[src/rtl/ecr_pkg.sv]
package ecr_pkg;

   // Widths fixed by the interface fields.
   localparam int VAL_W = 40;
   localparam int FIELD_W = 32;
   localparam int CSR_INDEX_W = 3;
   localparam int CHAN_OUT_W = 8;
   localparam int NBANDS = 6;

   // Parameter defaults.
   localparam int FRAC_BITS_DEFAULT = 8;
   localparam int COLOR_BITS_DEFAULT = 8;

   // One foot in Q24.8, the base of the depth ramp span.
   localparam logic signed [VAL_W-1:0] ONE_FOOT = 40'sd256;

   // Mode codes.
   localparam logic [2:0] MODE_LAND = 3'd0;
   localparam logic [2:0] MODE_GRAY_CLAMPED = 3'd1;
   localparam logic [2:0] MODE_GRAY_RAW = 3'd2;
   localparam logic [2:0] MODE_BINARY = 3'd3;
   localparam logic [2:0] MODE_DEPTH = 3'd4;
   localparam logic [2:0] MODE_DEPTH_WATER = 3'd5;

   // Register indexes.
   localparam logic [CSR_INDEX_W-1:0] CSR_MODE = 3'd0;
   localparam logic [CSR_INDEX_W-1:0] CSR_MIN_LAND = 3'd1;
   localparam logic [CSR_INDEX_W-1:0] CSR_MAX_VALUE = 3'd2;
   localparam logic [CSR_INDEX_W-1:0] CSR_NODATA = 3'd3;
   localparam logic [CSR_INDEX_W-1:0] CSR_NEW_WATER = 3'd4;

   localparam logic signed [FIELD_W-1:0] NODATA_RESET = -32'sd2559744;
   localparam logic signed [FIELD_W-1:0] NEW_WATER_RESET = -32'sd2559488;

   typedef enum logic [1:0] {
      RAMP_LAND  = 2'd0,
      RAMP_GRAY  = 2'd1,
      RAMP_BLUE  = 2'd2,
      RAMP_FIXED = 2'd3
   } ramp_sel_type;

   typedef enum logic [1:0] {
      COLOR_BLACK      = 2'd0,
      COLOR_DARK_BLUE  = 2'd1,
      COLOR_LIGHT_BLUE = 2'd2
   } color_type;

   // Which color table, which band, and which fixed color an item uses.
   typedef struct packed {
      ramp_sel_type ramp;
      color_type    color;
      logic [2:0]   band;
   } info_type;

   // Configuration register file as seen by the datapath.
   typedef struct packed {
      logic [2:0]                mode;
      logic signed [FIELD_W-1:0] min_land;
      logic signed [FIELD_W-1:0] max_value;
      logic signed [FIELD_W-1:0] no_data_mark;
      logic signed [FIELD_W-1:0] new_water_value;
   } cfg_type;

   // Divider stage contents, apart from the partial quotient.
   typedef struct packed {
      logic             valid;
      logic             done;
      logic [VAL_W-1:0] rem;
      logic [VAL_W-1:0] span;
      info_type         info;
   } div_type;

   // Stock colors in thousandths.
   localparam int LAND_MILLI [7][3] = '{
      '{945, 1000, 905}, '{749, 918, 737}, '{561, 839, 580}, '{424, 682, 459},
      '{545, 580, 455}, '{298, 298, 278}, '{188, 212, 200}};
   localparam int GRAY_MILLI [7][3] = '{
      '{949, 949, 949}, '{729, 729, 729}, '{518, 518, 518}, '{349, 349, 349},
      '{196, 196, 196}, '{118, 118, 118}, '{0, 0, 0}};
   localparam int BLUE_MILLI [7][3] = '{
      '{305, 486, 553}, '{380, 568, 619}, '{455, 655, 690}, '{529, 737, 756},
      '{572, 784, 800}, '{568, 776, 792}, '{604, 820, 831}};
   localparam int FIXED_MILLI [3][3] = '{
      '{0, 0, 0}, '{157, 325, 419}, '{604, 820, 831}};

   // Thousandths to a channel of the given width, rounded half up.
   function automatic int to_chan(input int milli, input int cbits);
      int cmax;
      cmax = (1 << cbits) - 1;
      return (milli * cmax + 500) / 1000;
   endfunction

   function automatic logic signed [VAL_W-1:0] sext(input logic signed [FIELD_W-1:0] x);
      return VAL_W'(x);
   endfunction

endpackage

[src/rtl/ecr_front.sv]
module ecr_front #(
   parameter int FRAC_BITS = ecr_pkg::FRAC_BITS_DEFAULT
) (
   input  logic                               clock,
   input  logic                               reset,
   input  logic                               adv,
   input  logic                               in_valid,
   input  logic signed [ecr_pkg::FIELD_W-1:0] elevation,
   input  logic signed [ecr_pkg::FIELD_W-1:0] water_level,
   input  ecr_pkg::cfg_type                   cfg,
   output ecr_pkg::div_type                   div_out,
   output logic [FRAC_BITS:0]                 q_out
);

   localparam int W = ecr_pkg::VAL_W;
   localparam logic [FRAC_BITS:0] ONE = (FRAC_BITS+1)'(1) << FRAC_BITS;

   // Stage 1: mode decode, ramp offset and span.
   logic                s1_valid_ff, s1_valid_in;
   logic signed [W-1:0] s1_d_ff, s1_d_in;
   logic signed [W-1:0] s1_span_ff, s1_span_in;
   ecr_pkg::info_type   s1_info_ff, s1_info_in;

   logic signed [W-1:0] v_e, lo_e, shift_e;

   always_comb begin
      v_e = ecr_pkg::sext(elevation);
      shift_e = ecr_pkg::sext(water_level) - ecr_pkg::sext(cfg.min_land);
      lo_e = ecr_pkg::sext(cfg.min_land);
      if (cfg.mode != ecr_pkg::MODE_GRAY_RAW && cfg.min_land < 0) begin
         lo_e = '0;
      end
      s1_valid_in = in_valid;
      s1_d_in = '0;
      s1_span_in = '0;
      s1_info_in.ramp = ecr_pkg::RAMP_FIXED;
      s1_info_in.color = ecr_pkg::COLOR_BLACK;
      s1_info_in.band = '0;
      unique case (cfg.mode)
         ecr_pkg::MODE_LAND, ecr_pkg::MODE_GRAY_CLAMPED, ecr_pkg::MODE_GRAY_RAW: begin
            if (elevation == cfg.no_data_mark) begin
               s1_info_in.color = ecr_pkg::COLOR_DARK_BLUE;
            end else if (elevation == cfg.new_water_value) begin
               s1_info_in.color = ecr_pkg::COLOR_LIGHT_BLUE;
            end else begin
               s1_info_in.ramp = (cfg.mode == ecr_pkg::MODE_LAND) ?
                                 ecr_pkg::RAMP_LAND : ecr_pkg::RAMP_GRAY;
               s1_d_in = v_e - lo_e;
               s1_span_in = ecr_pkg::sext(cfg.max_value) - lo_e;
            end
         end
         ecr_pkg::MODE_BINARY: begin
            if (elevation == '0) begin
               s1_info_in.color = ecr_pkg::COLOR_DARK_BLUE;
            end
         end
         ecr_pkg::MODE_DEPTH, ecr_pkg::MODE_DEPTH_WATER: begin
            if (elevation > 0) begin
               s1_info_in.color = ecr_pkg::COLOR_BLACK;
            end else if (elevation == cfg.no_data_mark) begin
               if (cfg.mode == ecr_pkg::MODE_DEPTH_WATER) begin
                  s1_info_in.color = ecr_pkg::COLOR_DARK_BLUE;
               end
            end else begin
               s1_info_in.ramp = ecr_pkg::RAMP_BLUE;
               s1_d_in = v_e + shift_e;
               s1_span_in = ecr_pkg::ONE_FOOT + shift_e;
            end
         end
         default: begin
            s1_info_in.color = ecr_pkg::COLOR_BLACK;
         end
      endcase
   end

   // Stage 2: six times the offset and the band boundary multiples.
   logic                s2_valid_ff;
   logic signed [W-1:0] s2_sixd_ff, s2_sixd_in;
   logic signed [W-1:0] s2_mul_ff [1:5];
   logic signed [W-1:0] s2_mul_in [1:5];
   ecr_pkg::info_type   s2_info_ff;

   always_comb begin
      s2_sixd_in = (s1_d_ff <<< 2) + (s1_d_ff <<< 1);
      s2_mul_in[1] = s1_span_ff;
      s2_mul_in[2] = s1_span_ff <<< 1;
      s2_mul_in[3] = s1_span_ff + (s1_span_ff <<< 1);
      s2_mul_in[4] = s1_span_ff <<< 2;
      s2_mul_in[5] = s1_span_ff + (s1_span_ff <<< 2);
   end

   // Stage 3: pick the first band whose upper boundary lies above the value.
   logic                s3_valid_ff;
   logic signed [W-1:0] s3_sixd_ff, s3_span_ff;
   logic signed [W-1:0] s3_kspan_ff, s3_kspan_in;
   ecr_pkg::info_type   s3_info_ff, s3_info_in;

   always_comb begin
      s3_info_in = s2_info_ff;
      s3_info_in.band = 3'd5;
      s3_kspan_in = s2_mul_ff[5];
      priority if (s2_sixd_ff < s2_mul_ff[1]) begin
         s3_info_in.band = 3'd0;
         s3_kspan_in = '0;
      end else if (s2_sixd_ff < s2_mul_ff[2]) begin
         s3_info_in.band = 3'd1;
         s3_kspan_in = s2_mul_ff[1];
      end else if (s2_sixd_ff < s2_mul_ff[3]) begin
         s3_info_in.band = 3'd2;
         s3_kspan_in = s2_mul_ff[2];
      end else if (s2_sixd_ff < s2_mul_ff[4]) begin
         s3_info_in.band = 3'd3;
         s3_kspan_in = s2_mul_ff[3];
      end else if (s2_sixd_ff < s2_mul_ff[5]) begin
         s3_info_in.band = 3'd4;
         s3_kspan_in = s2_mul_ff[4];
      end else begin
         s3_info_in.band = 3'd5;
         s3_kspan_in = s2_mul_ff[5];
      end
   end

   // Stage 4: numerator inside the band and the saturation cases.
   ecr_pkg::div_type    div_ff, div_in;
   logic [FRAC_BITS:0]  q_ff, q_in;
   logic signed [W-1:0] num;

   always_comb begin
      num = s3_sixd_ff - s3_kspan_ff;
      div_in.valid = s3_valid_ff;
      div_in.info = s3_info_ff;
      div_in.span = s3_span_ff;
      div_in.rem = num;
      div_in.done = 1'b1;
      q_in = '0;
      priority if (s3_info_ff.ramp == ecr_pkg::RAMP_FIXED || s3_span_ff <= 0 || num <= 0) begin
         q_in = '0;
      end else if (num >= s3_span_ff) begin
         q_in = ONE;
      end else begin
         div_in.done = 1'b0;
      end
   end

   always_ff @(posedge clock) begin
      if (reset) begin
         s1_valid_ff <= 1'b0;
         s2_valid_ff <= 1'b0;
         s3_valid_ff <= 1'b0;
         div_ff.valid <= 1'b0;
      end else if (adv) begin
         s1_valid_ff <= s1_valid_in;
         s2_valid_ff <= s1_valid_ff;
         s3_valid_ff <= s2_valid_ff;
         div_ff.valid <= div_in.valid;
      end
   end

   always_ff @(posedge clock) begin
      if (adv) begin
         s1_d_ff <= s1_d_in;
         s1_span_ff <= s1_span_in;
         s1_info_ff <= s1_info_in;
         s2_sixd_ff <= s2_sixd_in;
         s2_mul_ff <= s2_mul_in;
         s2_info_ff <= s1_info_ff;
         s3_sixd_ff <= s2_sixd_ff;
         s3_span_ff <= s2_mul_ff[1];
         s3_kspan_ff <= s3_kspan_in;
         s3_info_ff <= s3_info_in;
         div_ff.done <= div_in.done;
         div_ff.rem <= div_in.rem;
         div_ff.span <= div_in.span;
         div_ff.info <= div_in.info;
         q_ff <= q_in;
      end
   end

   assign div_out = div_ff;
   assign q_out = q_ff;

endmodule

[config.mk]
export PLATFORM = sky130hd
export DESIGN_NAME = ecr_front
export DESIGN_NICKNAME = d
export VERILOG_FILES = /design/src/rtl/ecr_pkg.sv /design/src/rtl/ecr_front.sv
export SDC_FILE = /design/constraint.sdc
export NUM_CORES = 1
export LEC_CHECK = 0
export ABC_AREA = 1
export BUFFER_PORTS_ARGS = -buffer_cell sky130_fd_sc_hd__buf_2
export CAP_MARGIN = 40
export CORE_ASPECT_RATIO = 1.25
export CORE_MARGIN = 4
export CORE_UTILIZATION = 30
export DETAILED_ROUTE_END_ITERATION = 6
export GPL_TIMING_DRIVEN = 0
export PLACE_DENSITY_LB_ADDON = 0.1
export SLEW_MARGIN = 30
export SYNTH_ARGS = -nofsm -noshare
export SYNTH_HDL_FRONTEND = slang
export SYNTH_SLANG_ARGS = --single-unit
[constraint.sdc]
create_clock -name clock -period 6.2 [get_ports clock]
set_input_delay 1.86 -clock clock [delete_from_list [all_inputs] [get_ports clock]]
set_output_delay 1.86 -clock clock [all_outputs]
set_load 0.02 [all_outputs]
==> Yosys cells after proc, flatten, opt, wreduce, memory -nomap -nowiden <==
Index checks and enable logic that the tools add are counted.
{ "word_totals": {"in_bits": 199, "output_inout_bits": 98, "ff_bits": 552, "wordCells": 102} }
{ "classes": {"eq_ne": 9, "n_lt_le_gt_ge": 10, "reduce_logical": 9, "add_sub_neg": 9, "n_mux": 34} }
{ "op_table": {"columns": ["operator", "count"], "rows": [
  ["two-way mux 40 bit", 9],
  ["< comparator 40 bit", 5],
  ["two-way mux 39 bit", 4],
  ["adder 40 bit", 3],
  ["<= comparator 40 x 1 -> 1 bit, second input constant", 2],
  ["case mux 40 bit (2 select lines)", 1],
  ["case mux 39 bit (2 select lines)", 1],
  ["equality test 32 bit", 2],
  [">= comparator 40 bit", 1],
  ["subtractor 32 x 40 -> 40 bit", 1],
  ["subtractor 40 bit", 1],
  ["subtractor 32 x 39 -> 39 bit", 1],
  ["adder 10 x 33 -> 34 bit, first input constant", 1],
  ["adder 32 x 33 -> 34 bit", 1],
  ["subtractor 32 x 32 -> 33 bit", 1],
  ["greater-than comparator 32 x 1 -> 1 bit, second input constant", 1],
  ["logical NOT 32 bit", 1],
  ["< comparator 32 x 1 -> 1 bit, second input constant", 1],
  ["two-way mux 2 bit", 8],
  ["two-way mux 9 bit", 1],
  ["two-way mux 1 bit", 8],
  ["equality test 3 x 2 -> 1 bit, second input constant", 2],
  ["equality test 3 bit, second input constant", 2],
  ["case mux 2 bit (3 select lines)", 1],
  ["other kinds (10)", 12]
]} }

==> Longest topological paths before layout <==
Gate-level depths: netlist (run 1).
{ "logic_depth": {"ltp_word": 7, "depth_mapped": 28, "depth_no_buf": 28} }

==> Worst setup path before layout (run 1) <==
No wires, ideal clock.
{ "synth_timing": {"kind": "input to register", "startpoint": "input port water_level[0] (netlist bit)", "endpoint": "register s1_d_ff[31] (data pin)", "cell_stages": 23, "n_path_buf": 0, "setup_slack_ns": 1.273, "arrival_ns": 4.667, "required_ns": 5.940, "setup_time_ns": 0.260, "cell_sequence": "inv_1 -> ha_1 -> fa_1 -> inv_1 -> nand3_1 -> nand3_1 -> nand3_1 -> nand3_1 -> nand3_1 -> nand2_1 -> nand2_1 -> nand2_1 -> inv_1 -> ha_1 -> a21oi_1 -> nor2_1 -> a211oi_1 -> o21ai_0 -> a21oi_1 -> nand2_1 -> or2_2 -> nand3_1 -> o21ai_0"} }
{ "synth_via": {"elab_chain_cells": 5} }
{ "synth_rtl": {"columns": ["element", "line_no", "text"], "rows": [
  ["start: declaration", "ecr_front.sv:9", "input logic signed [ecr_pkg::FIELD_W-1:0] water_level,"],
  ["subtractor 32 x 32 -> 33 bit", "ecr_front.sv:28", "shift_e = ecr_pkg::sext(water_level) - ecr_pkg::sext(cfg.min_land);"],
  ["adder 32 x 33 -> 34 bit", "ecr_front.sv:66", "s1_d_in = v_e + shift_e;"],
  ["two-way mux 39 bit", "ecr_front.sv:60", "end else if (elevation == cfg.no_data_mark) begin"],
  ["two-way mux 39 bit", "ecr_front.sv:58", "if (elevation > 0) begin"],
  ["case mux 39 bit (2 select lines)", "ecr_front.sv:39", "unique case (cfg.mode)"],
  ["via s1_d_in[31]", "ecr_front.sv:20", "logic signed [W-1:0] s1_d_ff, s1_d_in;"],
  ["end signal: assignment", "ecr_front.sv:161", "s1_d_ff <= s1_d_in;"],
  ["end: declaration", "ecr_front.sv:20", null]
]} }
The timed path passes the listed nets, and every way through them passes these cells.
A chain may end at the register's enable or synchronous reset.

==> Worst setup path in the final report (run 1) <==
Ends and elaborated chain as after synthesis.

==> results.py, run 1 <==
metrics = {
    "outcome": {
        "status": "complete, no violations",
    },
    "yosys": {
        "yosysTopAreaCell": "edfxtp_1",
        "yosysMostFrequentCell": "nand2_1",
        "syn_inst": 5704,
        "synth_edf_count": 458,
        "synthFlopType": "edfxtp_1",
        "yosysSeqAreaShare": 0.329,
        "synth_seq_cells": 462,
        "yosysUniqueCellTypes": 57,
        "ys_warn_count": 0,
        "syn_avg_cell_area_sq_um": 7.36,
        "synth_top_area_share": 0.328,
        "yosys-top-cells-count": "nand2_1 (1,520), inv_1 (968), ha_1 (513), edfxtp_1 (458), a21oi_1 (446)",
        "ys_async_sr_fraction": 0,
        "syn-cell-area_sq_mm": 0.0420,
        "synthTopCellsByArea": "edfxtp_1 (33%), ha_1 (15%), nand2_1 (14%)",
    },
    "sta": {
        "fmax_ghz": 0.168,
        "rsz0062_at_grt": "no",
        "clock_skew_ns": 0.0309,
        "tightest_slew_ns": 0.977,
        "max_slew_margin": 0.344,
        "post-route-worst-setup-slack_ns": 0.257,
        "setup_viol_count_final": 0,
        "period_share": 0.959,
        "maxSlewViolCount": 0,
        "fin_hold_ws_ns": 0.419,
        "hold_viol": 0,
        "min_period_ns": 5.94,
    },
    "drt": {
        "antenna_left": 0,
        "route.vias.total": 38509,
        "routed_via_density": 4.84,
        "totalWireLength_mm": 171,
        "drt_first_pass_iters": 5,
        "post_drt_wl_per_cell_um": 21.5,
        "drc_errors": 0,
        "first_iter_violations": 1746,
    },
    "die": {
        "die_w_um": 343,
        "pin_count": 297,
        "num_rows": 153,
        "coreArea_sq_mm": 0.139,
        "die-area_sq_mm": 0.146,
        "die_y_um": 426,
        "initial_core_util": 0.302,
    },
    "placement": {
        "placed_cells": 7872,
        "place_congestion": 0.972,
        "pre_cts_ws_ns": -0.423,
        "port-buffer-count": 288,
        "hpwl_mm": 149,
        "dpl_cell_area_sq_mm": 0.0460,
    },
    "cts": {
        "clock_sinks": 462,
        "cts_setup_buffers": 0,
        "cts_made_buffers": 50,
        "tritoncts": "yes",
        "htree_levels": 2,
        "insertion_delay_ns": 0.62,
        "post_cts_resized": 0,
        "hold_buffers": 0,
        "clk_pin_slew_ns": 0.06,
        "cts_root_buf": "clkbuf_16",
        "clk_path_buf_depth": 3,
    },
    "worst_setup_path": {
        "endpoint_kind": "flip-flop",
        "cp-start-kind": "primary input",
        "timing.rr.start": "s3_sixd_ff[16]$_DFFE_PP_",
        "r2r-end": "div_out[87]$_SDFFCE_PP1P_",
        "crit_type": "primary input to flip-flop",
        "worst_r2r_path_depth": 24,
        "arrival_ns": 6.31,
        "crit_fanout": 7,
        "cp.required_ns": 6.57,
        "rrSetupSlack_ns": 1.08,
    },
    "finish": {
        "layout-drive-gt1-share": 0.0743,
        "n_fill_cell": 15259,
        "antennaDiodeCount": 0,
        "area_growth_pct": 13.5,
        "finalNonFillerCells": 7958,
        "fin_area_sq_mm": 0.0477,
        "finish.net_count": 6785,
    },
    "hold_path": {
        "hold_end": "div_in[4]$_DFFE_PP_",
        "min_path_cells": 0,
        "hold_path.class": "flip-flop to flip-flop",
        "hp-start": "s2_info_ff[4]$_DFFE_PP_",
    },
    "global_route": {
        "grt_util_all_layers": 0.230,
        "grt_pass1_vias": 39586,
        "grt_max_degree": 90,
        "grt_first_pass_wirelength_mm": 247,
        "antenna_found_initial": 1,
        "grt-ovfl-total": 0,
    },
    "power_and_ir_drop": {
        "p_int_uw": 9480,
        "clockPowerShare": 0.169,
        "switching_power_uw": 8710,
        "switching_share": 0.479,
        "ir_worst_vdd_v": 0.000250,
        "p_leak_uw": 0.0233,
        "pwr-share-comb": 0.553,
        "p_seq_frac": 0.278,
        "power_uw": 18200,
        "p_per_area_mw_per_mm2": 382,
    },
    "run": {
        "cap_violations": 0,
    },
}
[logic make-up after synthesis]
kind of cell / after synthesis / synth area share
AO/OA/AOI/OAI: 898 / 0.119
XOR/XNOR: 207 / 0.0434
adder cells (fa/ha/maj): 521 / 0.157
buffers and inverters: 1038 / 0.0941
flip-flops: 462 / 0.329
other: 1 / 0.0000893
AND/OR/NAND/NOR: 2577 / 0.257
[cell type report]
type	instances	area, sq um	area share
clock inverters	30	340	0.00714
clock buffers	55	1290	0.0271
plain buffers	65	302	0.00633
multi-input cells	4211	24300	0.509
repair buffers	302	1660	0.0349
well taps	1860	2330	0.0488
inverters	973	3650	0.0766
flip-flops and latches	462	13800	0.290
[metal layers]
metal	share of wire	up-vias	global-route usage	routed length (um)
li1	-	19725	-	-
met3	0.024	326	0.0160	4040
met5	0	-	0	0
met4	0.079	0	0.150	13600
met2	0.54	806	0.458	92000
met1	0.36	17652	0.225	61700
[worst max path at each step]
| stage | start | endpoint | slack [ns] | cells after the start |
|---|---|---|---|---|
| finish | water_level[0] | s1_d_ff[31]$_DFFE_PP_ | 0.26 | 24 |
| global placement | adv | s1_valid_ff$_SDFFE_PP0P_ | -4.76 | 4 |
| CTS | cfg[127] | s1_span_ff[39]$_DFFE_PP_ | 0.26 | 17 |
| detailed placement | cfg[127] | s1_span_ff[39]$_DFFE_PP_ | -0.42 | 17 |
| floorplan | water_level[0] | s1_d_ff[31]$_DFFE_PP_ | 1.27 | 23 |
| global route | cfg[127] | s1_span_ff[39]$_DFFE_PP_ | 0.03 | 17 |
[sequential cells by signal, indices dropped and copies added (netlist names)]
register	count
s2_mul_ff	117
div_out	89
s1_span_ff	40
s3_kspan_ff	40
s3_span_ff	40
s1_d_ff	39
s2_sixd_ff	39
s3_sixd_ff	39
div_in	7
s1_info_ff	4
s2_info_ff	4
q_out	1
s1_valid_ff	1
s2_valid_ff	1
s3_valid_ff	1
[placed cells by master, fill, tap and decap left out, types with 29 or more instances in the layout]
master	instances
nor3_1	56
xor2_1	96
buf_2	306
nand2_1	1520
edfxtp_1	458
nor2_1	433
a21oi_1	446
inv_1	968
xnor2_1	110
clkbuf_16	51
o21a_1	29
o21ai_0	221
nor4_1	35
ha_1	513
a31oi_1	47
nand4_1	87
nand3_1	369
[power by group through the flow]
stage               clock network [uW]  logic (uW)  registers, uW
floorplan                            0        6590           5030
global placement                     0       10000           5170
detailed placement                   0       10100           5130
CTS                               3190       10200           5060
global route                      3300       11400           5140
finish                            3080       10100           5050
[critical path: stages]
cell and delay (ns):
buf_2 0.08, inv_1 0.04, ha_1 0.26, fa_1 0.42, inv_1 0.17, nand3_1 0.09, nand3_1 0.21, nand3_1 0.15
nand3_1 0.24, nand3_1 0.27, nand2_1 0.13, nand2_1 0.05, nand2_1 0.21, inv_1 0.17, ha_1 0.41, a21oi_1 0.23
nor2_1 0.06, a211oi_1 0.33, o21ai_0 0.18, a21oi_1 0.15, nand2_1 0.14, or2_2 0.30, nand3_1 0.06, o21ai_0 0.09
[metrics by stage]
step           setup TNS [ns]   util
3_3_place_gp         -1834.62  0.329
2_1_floorplan               0      -
6_report                    0  0.342
5_1_grt                     0  0.342
3_5_place_dp            -5.49  0.331
4_1_cts                     0  0.342
Note: power is estimated with default switching activity, not from simulation.
==> inputs of run 2 (changes only) <==
--- a/config.mk
+++ b/config.mk
@@ -5,7 +5,6 @@
 export SDC_FILE = /design/constraint.sdc
 export NUM_CORES = 1
 export LEC_CHECK = 0
-export ABC_AREA = 1
 export BUFFER_PORTS_ARGS = -buffer_cell sky130_fd_sc_hd__buf_2
 export CAP_MARGIN = 40
 export CORE_ASPECT_RATIO = 1.25
@@ -13,7 +12,6 @@
 export CORE_UTILIZATION = 30
 export DETAILED_ROUTE_END_ITERATION = 6
 export GPL_TIMING_DRIVEN = 0
-export PLACE_DENSITY_LB_ADDON = 0.1
 export SLEW_MARGIN = 30
 export SYNTH_ARGS = -nofsm -noshare
 export SYNTH_HDL_FRONTEND = slang
==> results.py, run 2 <==
metrics = {
    "outcome": {
        "status": "complete, no violations",
    },
    "yosys": {
        "ys_async_sr_fraction": 0,
        "synth_seq_cells": 462,
        "synthFlopType": "edfxtp_1",
        "syn_inst": 3800,
        "synth_edf_count": 458,
        "syn_avg_cell_area_sq_um": 9.90,
        "synth_top_area_share": 0.366,
        "yosysSeqAreaShare": 0.368,
        "yosys-top-cells-count": "ha_1 (513), edfxtp_1 (458), inv_1 (326), a21oi_1 (275), a21o_1 (227)",
        "yosysTopAreaCell": "edfxtp_1",
        "syn-cell-area_sq_mm": 0.0376,
        "yosysUniqueCellTypes": 100,
        "synthTopCellsByArea": "edfxtp_1 (37%), ha_1 (17%), xnor2_1 (5.1%)",
        "ys_warn_count": 0,
        "yosysMostFrequentCell": "ha_1",
    },
    "sta": {
        "tightest_slew_ns": 0.942,
        "min_period_ns": 5.99,
        "max_slew_margin": 0.366,
        "maxSlewViolCount": 0,
        "fmax_ghz": 0.167,
        "rsz0062_at_grt": "yes",
        "fin_setup_tns_ns": 0,
        "hold_viol": 0,
        "clock_skew_ns": 0.0203,
        "setup_viol_count_final": 0,
        "period_share": 0.966,
    },
    "global_route": {
        "grt_first_pass_wirelength_mm": 168,
        "grt-ovfl-total": 0,
        "grt_max_degree": 94,
        "met2_usage": 0.284,
        "met3_usage": 0.0173,
        "grt_pass1_vias": 30117,
        "grt.met1_usage": 0.208,
        "grt-busiest-layer": "met2",
        "grt_util_all_layers": 0.163,
        "antenna_found_initial": 5,
    },
    "drt": {
        "post_drt_wl_per_cell_um": 19.0,
        "first_iter_violations": 1719,
        "totalWireLength_mm": 110,
        "antenna_left": 0,
        "drt_first_pass_iters": 5,
        "routed_via_density": 5.17,
        "drc_errors": 0,
        "route.vias.total": 30099,
    },
    "worst_setup_path": {
        "endpoint_kind": "flip-flop",
        "crit_type": "primary input to flip-flop",
        "crit_cells": 20,
        "cpPeakStageDelay_ns": 0.51,
        "worst_r2r_path_depth": 19,
        "crit_chain": "buf_2 -> inv_1 -> ha_1 -> fa_1 -> nand2b_1 -> a21o_1 -> a211oi_4 -> o31a_1 -> buf_4 -> or4_1 -> and3_1 -> ha_2 -> and3_1 -> nand3_1 -> a31oi_1 -> nor2_1 -> or3b_2 -> a31oi_1 -> xnor2_1 -> o22ai_1",
        "cp_num_buf_inv": 3,
        "crit_fanout": 6,
        "cp.required_ns": 6.51,
        "slowest_stage": "or3b_2",
        "arrival_ns": 6.30,
        "cp_top_family": "simple AND/OR/NAND/NOR gates",
        "cp-start-kind": "primary input",
    },
    "die": {
        "die-area_sq_mm": 0.131,
        "pin_count": 297,
        "num_rows": 145,
        "coreArea_sq_mm": 0.125,
        "die_y_um": 404,
        "die_w_um": 325,
        "initial_core_util": 0.301,
    },
    "finish": {
        "largest_register_ffs": 117,
        "fin_area_sq_mm": 0.0430,
        "layout-drive-gt1-share": 0.110,
        "fin_util": 0.344,
        "area_growth_pct": 14.3,
        "final_cell_mix": "ha_1 (512), edfxtp_1 (458), inv_1 (326), buf_2 (298), a21oi_1 (270)",
        "layout_commonest_cell": "ha_1",
        "largest-register": "s2_mul_ff",
        "finish.net_count": 4882,
        "finalNonFillerCells": 5819,
    },
    "power_and_ir_drop": {
        "pwr-share-comb": 0.523,
        "switching_share": 0.419,
        "switching_power_uw": 6880,
        "p_seq_frac": 0.310,
        "clockPowerShare": 0.168,
        "p_leak_uw": 0.0187,
        "p_per_area_mw_per_mm2": 382,
        "ir_worst_vdd_v": 0.000203,
        "p_int_uw": 9540,
        "power_uw": 16400,
    },
    "hold_path": {
        "min_path_cells": 0,
        "hold_path.class": "flip-flop to flip-flop",
    },
    "cts": {
        "cts_made_buffers": 47,
        "tritoncts": "yes",
        "clk_pin_slew_ns": 0.06,
        "hold_buffers": 0,
        "cts_root_buf": "clkbuf_16",
        "htree_levels": 2,
        "insertion_delay_ns": 0.60,
        "clk_path_buf_depth": 3,
        "clock_sinks": 462,
    },
    "placement": {
        "hpwl_mm": 92.9,
        "dpl_cell_area_sq_mm": 0.0413,
        "place_congestion": 0.921,
        "port-buffer-count": 288,
        "placed_cells": 5726,
    },
    "run": {
        "cap_violations": 0,
    },
}
run 2: final cells by class:
class,instances,area [sq um]
Clock inverter,36,285
Sequential cell,462,13800
Multi-Input combinational cell,2938,22400
Timing Repair Buffer,306,1670
Inverter,327,1230
Tap cell,1617,2020
Clock buffer,51,1210
Fill cell,12674,81800
Antenna cell,2,5.00
Buffer,80,343
run 2: metrics by stage:
stage	worst slack [ns]	hold WS [ns]
2_1_floorplan	0.154	0.400
3_3_place_gp	-3.56	0.406
3_5_place_dp	-1.01	0.406
4_1_cts	0.0192	0.420
5_1_grt	-0.0206	0.428
6_report	0.211	0.418
run 2: kinds of logic after synthesis:
| group | Yosys count | share of synthesized area |
|---|---|---|
| multiplexers | 88 | 0.0236 |
| AND/OR/NAND/NOR | 921 | 0.127 |
| other | 1 | 0.0000997 |
| AO/OA/AOI/OAI | 1087 | 0.192 |
| adder cells (fa/ha/maj) | 521 | 0.175 |
| buffers and inverters | 407 | 0.0417 |
| XOR/XNOR | 313 | 0.0729 |
| flip-flops | 462 | 0.368 |
run 2: path summary, 6_finish.rpt:
check | startpoint | end | slack (ns)
worst max-delay path | water_level[0] | s1_d_ff[26]$_DFFE_PP_ | 0.21
worst max register to register | s3_sixd_ff[1]$_DFFE_PP_ | div_out[87]$_SDFFCE_PP1P_ | 0.37
worst min-delay path | div_in[4]$_DFFE_PP_ | div_out[4]$_DFFE_PP_ | 0.42
worst min register to register | div_in[4]$_DFFE_PP_ | div_out[4]$_DFFE_PP_ | 0.42
run 2: per-layer routing:
metal,vias up,part of all wire
met5,-,0
met4,0,0.040
met3,155,0.041
met2,761,0.47
met1,14169,0.45
li1,15014,-
run 2: power by group through the flow:
stage | clock network [uW] | registers, uW | logic, uW
floorplan | 0 | 5090 | 6040
global placement | 0 | 5180 | 8320
detailed placement | 0 | 5160 | 8480
CTS | 2850 | 5090 | 8550
global route | 2970 | 5170 | 9650
finish | 2750 | 5090 | 8580
run 2: repair_timing:
action | in CTS | in global routing
buffers inserted | 1 | 2
resized for setup | 9 | 22
pin swaps | 0 | 1
endpoints found under the setup margin | 14 | 20
